<file path="src/image_bilinear_bicubic_sampler_macros.svh">
// Assertion macros used by the sampler's back end.
`ifndef IMAGE_BILINEAR_BICUBIC_SAMPLER_MACROS_SVH
`define IMAGE_BILINEAR_BICUBIC_SAMPLER_MACROS_SVH
`ifndef SYNTH
// Same-cycle implication, disabled while reset is held.
`define IBS_ASSERT_NOW(lbl, clk, rst_n, ante, cons) \
    lbl: assert property (@(posedge clk) disable iff (!rst_n) (ante) |-> (cons)) \
        else $error("sampler assertion failed");
// Next-cycle implication, disabled while reset is held.
`define IBS_ASSERT_NEXT(lbl, clk, rst_n, ante, cons) \
    lbl: assert property (@(posedge clk) disable iff (!rst_n) (ante) |=> (cons)) \
        else $error("sampler assertion failed");
`else
`define IBS_ASSERT_NOW(lbl, clk, rst_n, ante, cons)
`define IBS_ASSERT_NEXT(lbl, clk, rst_n, ante, cons)
`endif
`endif

</file>
<file path="src/ibs_pkg.sv">
// Package of types and constants for the image sampler.
package ibs_pkg;

    localparam int MAX_ROWS_DEF  = 512;
    localparam int MAX_COLS_DEF  = 512;
    localparam int FRAC_BITS_DEF = 8;
    localparam int QUEUE_DEPTH   = 2;

    localparam int OP_W   = 2;
    localparam int PIX_W  = 9;
    localparam int SMP_W  = 17;
    localparam int CH_W   = 8;
    localparam int RGB_W  = 3 * CH_W;
    localparam int SIZE_W = 10;
    localparam int MODE_W = 2;
    localparam int IDX_W  = 2;

    typedef enum logic [OP_W-1:0] {
        OP_WRITE  = 2'd0,
        OP_READ   = 2'd1,
        OP_SAMPLE = 2'd2
    } t_op;

    typedef enum logic [MODE_W-1:0] {
        MODE_BILINEAR = 2'd0,
        MODE_BICUBIC  = 2'd1
    } t_mode;

    typedef enum logic [IDX_W-1:0] {
        CFG_WIDTH  = 2'd0,
        CFG_HEIGHT = 2'd1,
        CFG_MODE   = 2'd2
    } t_cfg_idx;

    typedef enum logic [2:0] {
        K_WRITE = 3'd0,
        K_READ  = 3'd1,
        K_BILIN = 3'd2,
        K_BICUB = 3'd3,
        K_BLACK = 3'd4
    } t_kind;

    typedef struct packed {
        logic [SIZE_W-1:0] width;
        logic [SIZE_W-1:0] height;
        logic [MODE_W-1:0] mode;
    } t_cfg;

endpackage

</file>
<file path="src/ibs_queue.sv">
// Short command queue between the front and the back.
module ibs_queue #(
    parameter type T_CMD = logic,
    parameter int  DEPTH = ibs_pkg::QUEUE_DEPTH
) (
    input  logic i_clk,
    input  logic i_rst_n,
    input  logic i_push,
    input  T_CMD i_push_cmd,
    output logic o_push_ready,
    input  logic i_pop,
    output logic o_pop_valid,
    output T_CMD o_pop_cmd
);
    localparam int PW = $clog2(DEPTH);
    localparam int CW = $clog2(DEPTH + 1);

    T_CMD          r_mem [DEPTH];
    logic [PW-1:0] r_wp;
    logic [PW-1:0] r_rp;
    logic [CW-1:0] r_cnt;
    logic          c_push;
    logic          c_pop;

    assign o_push_ready = (r_cnt != CW'(DEPTH));
    assign o_pop_valid  = (r_cnt != '0);
    assign o_pop_cmd    = r_mem[r_rp];
    assign c_push       = i_push && o_push_ready;
    assign c_pop        = i_pop && o_pop_valid;

    always_ff @(posedge i_clk) begin
        if (!i_rst_n) begin
            r_wp  <= '0;
            r_rp  <= '0;
            r_cnt <= '0;
        end else begin
            if (c_push) begin
                r_mem[r_wp] <= i_push_cmd;
                r_wp <= (r_wp == PW'(DEPTH - 1)) ? '0 : r_wp + 1'b1;
            end
            if (c_pop) begin
                r_rp <= (r_rp == PW'(DEPTH - 1)) ? '0 : r_rp + 1'b1;
            end
            if (c_push && !c_pop) begin
                r_cnt <= r_cnt + 1'b1;
            end else if (c_pop && !c_push) begin
                r_cnt <= r_cnt - 1'b1;
            end
        end
    end
endmodule

</file>
<file path="config.mk">
export PLATFORM = sky130hd
export DESIGN_NAME = ibs_queue
export DESIGN_NICKNAME = d
export VERILOG_FILES = /design/src/image_bilinear_bicubic_sampler_macros.svh /design/src/ibs_pkg.sv /design/src/ibs_queue.sv
export SDC_FILE = /design/constraint.sdc
export NUM_CORES = 1
export LEC_CHECK = 0
export ABC_AREA = 1
export ABC_CLOCK_PERIOD_IN_PS = 1600
export BUFFER_PORTS_ARGS = -buffer_cell sky130_fd_sc_hd__buf_2
export CAP_MARGIN = 10
export CORE_AREA = 2 2 39 41
export DETAILED_ROUTE_END_ITERATION = 10
export DIE_AREA = 0 0 41 43
export PLACE_DENSITY_LB_ADDON = 0.2
export SLEW_MARGIN = 20
export SYNTH_ARGS = -nofsm -noshare
export SYNTH_HDL_FRONTEND = slang
export SYNTH_SLANG_ARGS = --single-unit
</file>
<file path="constraint.sdc">
create_clock -name i_clk -period 1.6 [get_ports i_clk]
set_input_delay 0.16 -clock i_clk [delete_from_list [all_inputs] [get_ports i_clk]]
set_output_delay 0.16 -clock i_clk [all_outputs]
set_load 0.05 [all_outputs]
</file>
## After elaboration in Yosys (flattened, before gate mapping)

Memories as Yosys holds them, arrays and structs flattened. A register that Yosys moved wholly into a read port is not among the register bits.
Cells that the tools add are included.
W data, S select, Z words.

| storage, ports and cells | value |
|---|---|
| bits in registers | 4 |
| bits in writable memories | 2 |
| input bits | 5 |
| logic and storage cells | 26 |
| memories | 1 |

Memories:

| memory | words | width | rd ports | clocked after Yosys merged registers in | write ports | line | RTL |
|---|---|---|---|---|---|---|---|
| r_mem | 2 | 1 | 1 | 1 | 1 | ibs_queue.sv:18 | `T_CMD r_mem [DEPTH];` |

| cells by class | value |
|---|---|
| $add $sub $neg | 4 |
| equality and inequality tests | 1 |
| muxes and demuxes | 9 |
| reduce and logical (&&, ||, !) cells | 8 |

Operator list:

| cell | number |
|---|---|
| $mux W1 | 7 |
| $logic_and A1 B1 Y1 | 4 |
| $mux W2 | 2 |
| $reduce_bool A2 Y1 | 2 |
| $add A1 B1 Y1 const B | 2 |
| $add A2 B1 Y2 const B | 1 |
| $logic_not A1 Y1 | 2 |
| $ne A2 B2 Y1 const B | 1 |
| $sub A2 B1 Y2 const B | 1 |

## Logic depth before layout (Yosys ltp)

Gate-level depths: netlist (run 1).

| depth | value |
|---|---|
| word-level depth | 6 |
| mapped depth | 11 |
| mapped depth without buffers | 11 |

## Least setup slack after synthesis (run 1)

OpenSTA, ideal clock, no wires.

| timing | value |
|---|---|
| path type | register -> register |
| start | register r_cnt[1] |
| end | register r_cnt[1] |
| library setup time | 64 ps |
| arrival time | 1281 ps |
| required time | 1536 ps |
| slack | 255 ps |
| cell stages (with the launch flop) | 10 |
| path buffers | 0 |
| period minus slack after synthesis | 1345 ps |
| cells stage by stage | dfxtp_1 > nand2_4 > nand2_4 > clkinv_2 > ha_1 > inv_1 > nand3_1 > nand2_1 > inv_1 > nor2_1 |

| on the way | value |
|---|---|
| longest elaborated chain between the ends | 5 |
| elaborated cells between the ends (all ways) | 13 |

Ends and longest elaborated chain:

| what | line | RTL |
|---|---|---|
| start: declaration | ibs_queue.sv:21 | `logic [CW-1:0] r_cnt;` |
| start signal: assignment | ibs_queue.sv:45 | `r_cnt <= r_cnt + 1'b1;` |
| start signal: assignment | ibs_queue.sv:47 | `r_cnt <= r_cnt - 1'b1;` |
| $ne A2 B2 Y1 * | ibs_queue.sv:25 | `assign o_push_ready = (r_cnt != CW'(DEPTH));` |
| via o_push_ready | ibs_queue.sv:10 | `output logic o_push_ready,` |
| $logic_and A1 B1 Y1 * | ibs_queue.sv:28 | `assign c_push = i_push && o_push_ready;` |
| via c_push | ibs_queue.sv:22 | `logic c_push;` |
| $logic_not A1 Y1 | ibs_queue.sv:46 | `end else if (c_pop && !c_push) begin` |
| $logic_and A1 B1 Y1 | ibs_queue.sv:46 |  |
| $reduce_bool A2 Y1 (no line) | -- |  |

The timed path passes the listed nets; every way through them passes the cells marked *. The select of a mux whose other input is x is not followed.
A chain may end at the register's enable or synchronous reset.

## Worst setup path in the final report (run 1)

| timing | value |
|---|---|
| start | register r_cnt[1] |
| end | register r_cnt[1] |

| on the way | value |
|---|---|
| longest elaborated chain between the ends | 5 |
| elaborated cells between the ends (all ways) | 13 |

Ends and longest elaborated chain:

| what | line |
|---|---|
| $ne A2 B2 Y1 * | ibs_queue.sv:25 |
| $logic_and A1 B1 Y1 * | ibs_queue.sv:28 |
| via c_push | ibs_queue.sv:22 |
| $logic_not A1 Y1 | ibs_queue.sv:46 |
| $logic_and A1 B1 Y1 | ibs_queue.sv:46 |
| $reduce_bool A2 Y1 (no line) | -- |

Marks and branches as above.

==> summary.md, run 1 <==
| Metric | Value |
|---|---|
| Port Buf Inserts | 7 |
| Final Hold Violating Endpoints | 0 |
| Post-CTS sizing | 0 |
| TritonCTS clock tree | built |
| Pwr/cell area | 1930 mW/mm^2 |
| Capturing element type of the critical path | flip-flop |
| CP Depth | 9 |
| Met3 Resource Use GR | 3.14% |
| Slew headroom | 83.6% |
| Nets@finish | 59 |
| Tmin final | 1.35 ns |
| MaxCap Viol Count | 0 |
| Pleak | 0.000200 uW |
| GRT busiest layer | met2 |
| Reg2Reg Setup Slack | 0.25 ns |
| Fin Clk Skew | 0.00151 ns |
| Worst Max-Slew Pin Slew | 0.247 ns |
| CTS hold repair buffers | 0 |
| Yosys synthesis warning count | 0 |
| Number of global-route vias before repair | 269 |
| CTS Buf Count | 3 |
| Total iterations of the first detailed-routing run | 2 |
| Top-area cell type share of the netlist area | 29.5% |
| Pin count of the biggest net entering global routing | 6 |
| Netlist Area Pre-Place | 339 um^2 |
| Final Slew Violations | 0 |
| Worst path top cell family by delay | flip-flops |
| Post-synth cell types | 19 |
| IO Pins | 8 |
| Initial antenna violation count | 0 |
| Post-layout util | 30.4% |
| Setup slack after placement | 0.253 ns |
| Starting density of the core | 24.5% |
| ANT cells | 0 |
| Setup crit end | r_cnt[1] |
| Status | completed |
| Reg-to-reg endpoint | r_cnt[1] |
| Clock-pin slew on the worst setup and hold paths | 0.05 ns |
| CP max stage delay | 0.44 ns |
| Chip height | 43 um |
| Cells along the critical path | nand2_4 > nand2_4 > clkinv_2 > ha_1 > inv_1 > nand3_1 > nand2_1 > inv_1 > nor2_1 |
| CP Launch Type | flip-flop |
| Syn nets | 47 |
| Clk_lat worst skew | 0.25 ns |
| #FFs+latches synth | 7 |
| FP Rows | 14 |
| Share of layout cells above drive strength 1 | 30.8% |
| Peak Freq | 742 MHz |
| Max FO, Critical Path | 4 |
| Final setup vio count | 0 |
| Via Count | 276 |
| GR Util met1 | 7.79% |
| Crit path launch | r_cnt[1] |
| Post-route DRC | 0 |
| P&R area growth vs syn | 24.0% |
| Clock buffer depth | 2 |
| Clk sink count | 7 |
| Grt total ovfl | 0 |
| Worst setup path class | flip-flop to flip-flop |
| Worst path slowest cell | dfxtp_1 |
| Setup TNS | 0 ns |
| Post-DP HPWL | 435 um |
| Cells after synthesis | 41 |
| Core ar. | 0.00138 mm^2 |
| Vias per inst | 4.06 |
| Antenna-violating nets left | 0 |
| CTS H-tree depth | 1 |
| R2R Path Start | r_cnt[1] |
| Synth top area cells | dfxtp_1, edfxtp_1, nand2_1 |
| Post-CTS Setup Inserts | 0 |
| First-pass GRT wire length | 959 um |
| Min-delay worst type | input pin to flip-flop |
| R2r worst-path depth | 9 |
| Die width | 41 um |
| Routed wire length | 552 um |
| CP Buf/Inv Count | 3 |
| Synth area leader | dfxtp_1 |
| Clk root buf | clkbuf_4 |
| Avg Cell Area, Syn | 8.27 um^2 |
| Worst setup margin | 0.253 ns |
| RePlAce Congestion | 0.628 |
| DR WL/cell | 8.12 um |
| Tot GR Track Use | 8.96% |
| Final period util | 84.2% |
| GR met2 Demand/Resource | 12.8% |
| DIE AREA | 0.00176 mm^2 |
| Required @ worst endpoint | 1.79 ns |
| Unrepaired setup endpoints after global routing | no |
| Seq/Total Area, Yosys | 47.2% |
| Initial DRC Count | 1 |
| VDD IR-drop max | 0.544 mV |
| CP Data Arrival Time | 1.54 ns |
==> layout make-up <==
| class | instances | area (um^2) |
|---|---|---|
| well taps | 16 | 20.0 |
| repair buffers | 7 | 35.0 |
| multi-input cells | 25 | 144 |
| clock buffers | 4 | 26.3 |
| fillers | 165 | 963 |
| inverters | 9 | 35.0 |
| flip-flops and latches | 7 | 160 |
==> cells in the final DEF, fill, tap and decap left out, types with 2 or more instances in the layout <==
| master | count |
|---|---|
| dfxtp_1 | 5 |
| inv_1 | 6 |
| edfxtp_1 | 2 |
| nand2_1 | 8 |
| clkbuf_4 | 3 |
| nor2_1 | 5 |
| buf_2 | 7 |
| nand2_4 | 2 |
==> metal layers <==
metal,part of all wire [%],up-vias
met5,0,-
met4,3.4,0
met3,5.3,2
met2,46,8
met1,45,115
li1,-,151
==> per-stage QoR <==
stage | cells | power [uW] | hold slack [ns] | cell area (um^2)
6_report | 68 | 813 | 0.102 | 420
4_1_cts | 68 | 831 | 0.0905 | 420
3_3_place_gp | 64 | 657 | 0.351 | 394
5_1_grt | 68 | 895 | 0.0890 | 420
2_1_floorplan | 41 | 588 | 0.259 | 339
3_5_place_dp | 64 | 661 | 0.357 | 394
==> power breakdown <==
group / switching, uW / internal [uW] / leakage [uW]
logic: 263 / 114 / 0.000125
registers: 44.2 / 231 / 0.0000598
clock network: 65.5 / 95.2 / 0.0000150
total: 373 / 440 / 0.000200
==> cell usage after synthesis (all sizes together) <==
master  count
nand2      11
o21ai       1
nor3        1
clkinv      2
a21oi       2
inv         7
edfxtp      2
o21a        1
nand3       1
nand4       1
mux2        1
nor2        5
ha          1
dfxtp       5
==> kinds of logic after synthesis <==
family / after synthesis / synth area share [%]
AND/OR/NAND/NOR: 19 / 27.7
buffers and inverters: 9 / 10.3
flip-flops: 7 / 47.2
AO/OA/AOI/OAI: 4 / 7.75
multiplexers: 1 / 3.32
adder cells (fa/ha/maj): 1 / 3.69
==> worst min path at each step <==
stage | from | slack (ns) | end | cells past startpoint
2_1_floorplan | i_push_cmd | 0.26 | r_mem[0] | 0
3_3_place_gp | i_push_cmd | 0.35 | r_mem[0] | 1
3_5_place_dp | i_push_cmd | 0.36 | r_mem[0] | 1
4_1_cts | i_push_cmd | 0.09 | r_mem[1] | 1
5_1_grt | i_push_cmd | 0.09 | r_mem[0] | 1
6_report | i_push_cmd | 0.10 | r_mem[0] | 1
Note: power is estimated with default switching activity, not from simulation.
==> inputs of run 2 (changes only) <==
ABC_CLOCK_PERIOD_IN_PS = 1200   (was 1600)
clock period = 1.2 ns   (was 1.6 ns; I/O delays follow)
==> run 2 against run 1 <==
Register-to-register slack got worse by 0.25 ns. Core utilization increased by 7.7 points. Cell count increased by 8.8%. First-iteration DRC count decreased by 100%. Highest routed layer is now met3. Design area increased by 25%. Routed wire length increased by 8.9%. Setup slack got worse by 0.25 ns. Largest cell class is now multi-input combinational cells. Total power increased by 69%.
==> summary.md, run 2 (same netlist as run 1, synthesis figures left out) <==
| Metric | Value |
|---|---|
| Pleak | 0.000239 uW (was 0.000200 uW) |
| Final period util | 99.5% (was 84.2%) |
| Combinational Power Share | 55.8% (was 46.4%) |
| Final setup vio count | 0 (unchanged) |
| Nets@finish | 65 (was 59) |
| Slew headroom | 83.7% (was 83.6%) |
| ANT cells | 0 (unchanged) |
| Grt total ovfl | 0 (unchanged) |
| Post-DP HPWL | 471 um (was 435 um) |
| Final Slew Violations | 0 (unchanged) |
| Required @ worst endpoint | 1.38 ns (was 1.79 ns) |
| Sw Share | 42.7% (was 45.9%) |
| Placed insts | 68 (was 64) |
| Core ar. | 0.00138 mm^2 (unchanged) |
| R2r worst-path depth | 8 (was 9) |
| TritonCTS clock tree | built (unchanged) |
| Post-route DRC | 0 (unchanged) |
| Status | completed (unchanged) |
| Starting density of the core | 24.5% (unchanged) |
| Vias per inst | 4.07 (was 4.06) |
| Final Hold Violating Endpoints | 0 (unchanged) |
| Clk sink count | 7 (unchanged) |
| Clock power frac | 15.2% (was 19.8%) |
| Tot GR Track Use | 8.48% (was 8.96%) |
| First-pass GRT wire length | 945 um (was 959 um) |
| Power Internal | 787 uW (was 440 uW) |
| Worst Max-Slew Pin Slew | 0.247 ns (about the same) |
| MaxCap Viol Count | 0 (unchanged) |
| Clock buffer depth | 2 (unchanged) |
| Setup slack after placement | -0.0185 ns (was 0.253 ns) |
| R2R Path Start | r_cnt[1] (unchanged) |
| Reg2Reg Setup Slack | 0.005 ns (was 0.25 ns) |
| RePlAce Congestion | 0.640 (was 0.628) |
| Chip height | 43 um (unchanged) |
| Clk_lat worst skew | 0.25 ns (about the same) |
| DIE AREA | 0.00176 mm^2 (unchanged) |
| Share of layout cells above drive strength 1 | 51.7% (was 30.8%) |
| Post-layout util | 38.1% (was 30.4%) |
| Initial DRC Count | 0 (was 1) |
| Capturing element type of the critical path | flip-flop (unchanged) |
| Initial antenna violation count | 0 (unchanged) |
| CP Launch Type | flip-flop (unchanged) |
| CTS Buf Count | 3 (unchanged) |
| Routed wire length | 601 um (was 552 um) |
| DR WL/cell | 8.12 um (about the same) |
| Commonest non-fill, non-tap cell in the layout | nand2_1 (unchanged) |
| Post-Layout Cell Count | 74 (was 68) |
| VDD IR-drop max | 0.922 mV (was 0.544 mV) |
| Switching power | 587 uW (was 373 uW) |
| IO Pins | 8 (unchanged) |
| Setup TNS | 0 ns (unchanged) |
| Clk root buf | clkbuf_4 (unchanged) |
| CTS hold repair buffers | 0 (unchanged) |
| Pin count of the biggest net entering global routing | 5 (was 6) |
| Total iterations of the first detailed-routing run | 1 (was 2) |
| Most frequent cells in the layout | nand2_1, buf_4, nor2_1, buf_2, inv_1 (was nand2_1, buf_2, inv_1) |
| Clock-pin slew on the worst setup and hold paths | 0.05 ns (about the same) |
| Fin Clk Skew | 0.00309 ns (was 0.00151 ns) |
| Worst setup path class | flip-flop to flip-flop (unchanged) |
| Port Buf Inserts | 7 (unchanged) |
| Via Count | 301 (was 276) |
| Peak Freq | 837 MHz (was 742 MHz) |
| Reg power frac | 29.1% (was 33.8%) |
| Hold path cells | 1 (unchanged) |
| Worst setup margin | 0.00546 ns (was 0.253 ns) |
| FP Rows | 14 (unchanged) |
| Hold_sp | i_push_cmd (unchanged) |
| CTS H-tree depth | 1 (unchanged) |
| Antenna-violating nets left | 0 (unchanged) |
| Die width | 41 um (unchanged) |
| Crit path launch | r_cnt[1] (unchanged) |
| Final total power | 1370 uW (was 813 uW) |
| Tmin final | 1.19 ns (was 1.35 ns) |
| Number of global-route vias before repair | 265 (was 269) |
| Min-delay worst type | input pin to flip-flop (unchanged) |
| Max FO, Critical Path | 4 (unchanged) |
| Unrepaired setup endpoints after global routing | yes (was no) |
| Pwr/cell area | 2610 mW/mm^2 (was 1930 mW/mm^2) |
| CP Data Arrival Time | 1.37 ns (was 1.54 ns) |
| P&R area growth vs syn | 55.4% (was 24.0%) |
run 2: per-stage QoR:
stage	hold WS (ns)	area [um^2]
after CTS	0.0586	509
final	0.0733	527
after global placement	0.318	464
after detailed placement	0.320	464
after global routing	0.0651	527
after floorplan	0.219	379
run 2: layout make-up:
type / count / area [um^2]
Fill cell: 155 / 857
Tap cell: 16 / 20.0
Timing Repair Buffer: 13 / 92.6
Inverter: 9 / 43.8
Multi-Input combinational cell: 25 / 176
Clock buffer: 4 / 26.3
Sequential cell: 7 / 168
run 2: per-layer routing:
| layer | routed length, um | up-vias | global-route usage [%] |
|---|---|---|---|
| met5 | 0 | - | 0 |
| met1 | 243 | 136 | 8.85 |
| met3 | 31 | 0 | 6.28 |
| met4 | 0 | 0 | 4.00 |
| li1 | - | 161 | - |
| met2 | 327 | 4 | 12.2 |
run 2: power by group through the flow:
stage	sequential, uW	clock [uW]	combinational (uW)
after floorplan	385	0	514
after global placement	395	0	669
after detailed placement	398	0	665
after CTS	395	220	722
after global routing	405	232	841
final	399	209	766
run 2: timing repair:
item | 4_1_cts | 5_1_grt
hold endpoints to repair | 0 | 0
setup endpoints to repair | 4 | 3
pin swaps | 0 | 6
setup buffers | 1 | 1
gates resized for setup | 5 | 3
run 2: worst max-delay path, cell delays in order (launching register included):
cell and delay (ns):
dfxtp_4 0.37, o21a_1 0.21, inv_2 0.07, ha_4 0.19
inv_4 0.06, nand3_2 0.05, nand2_1 0.06, inv_1 0.03
nor2_1 0.09
run 2: path summary, 6_finish.rpt:
| path | endpoint |
|---|---|
| worst max-delay path | r_cnt[1] |
| worst min-delay path | r_mem[0] |
| worst max register to register | r_cnt[1] |
| worst min register to register | r_wp |
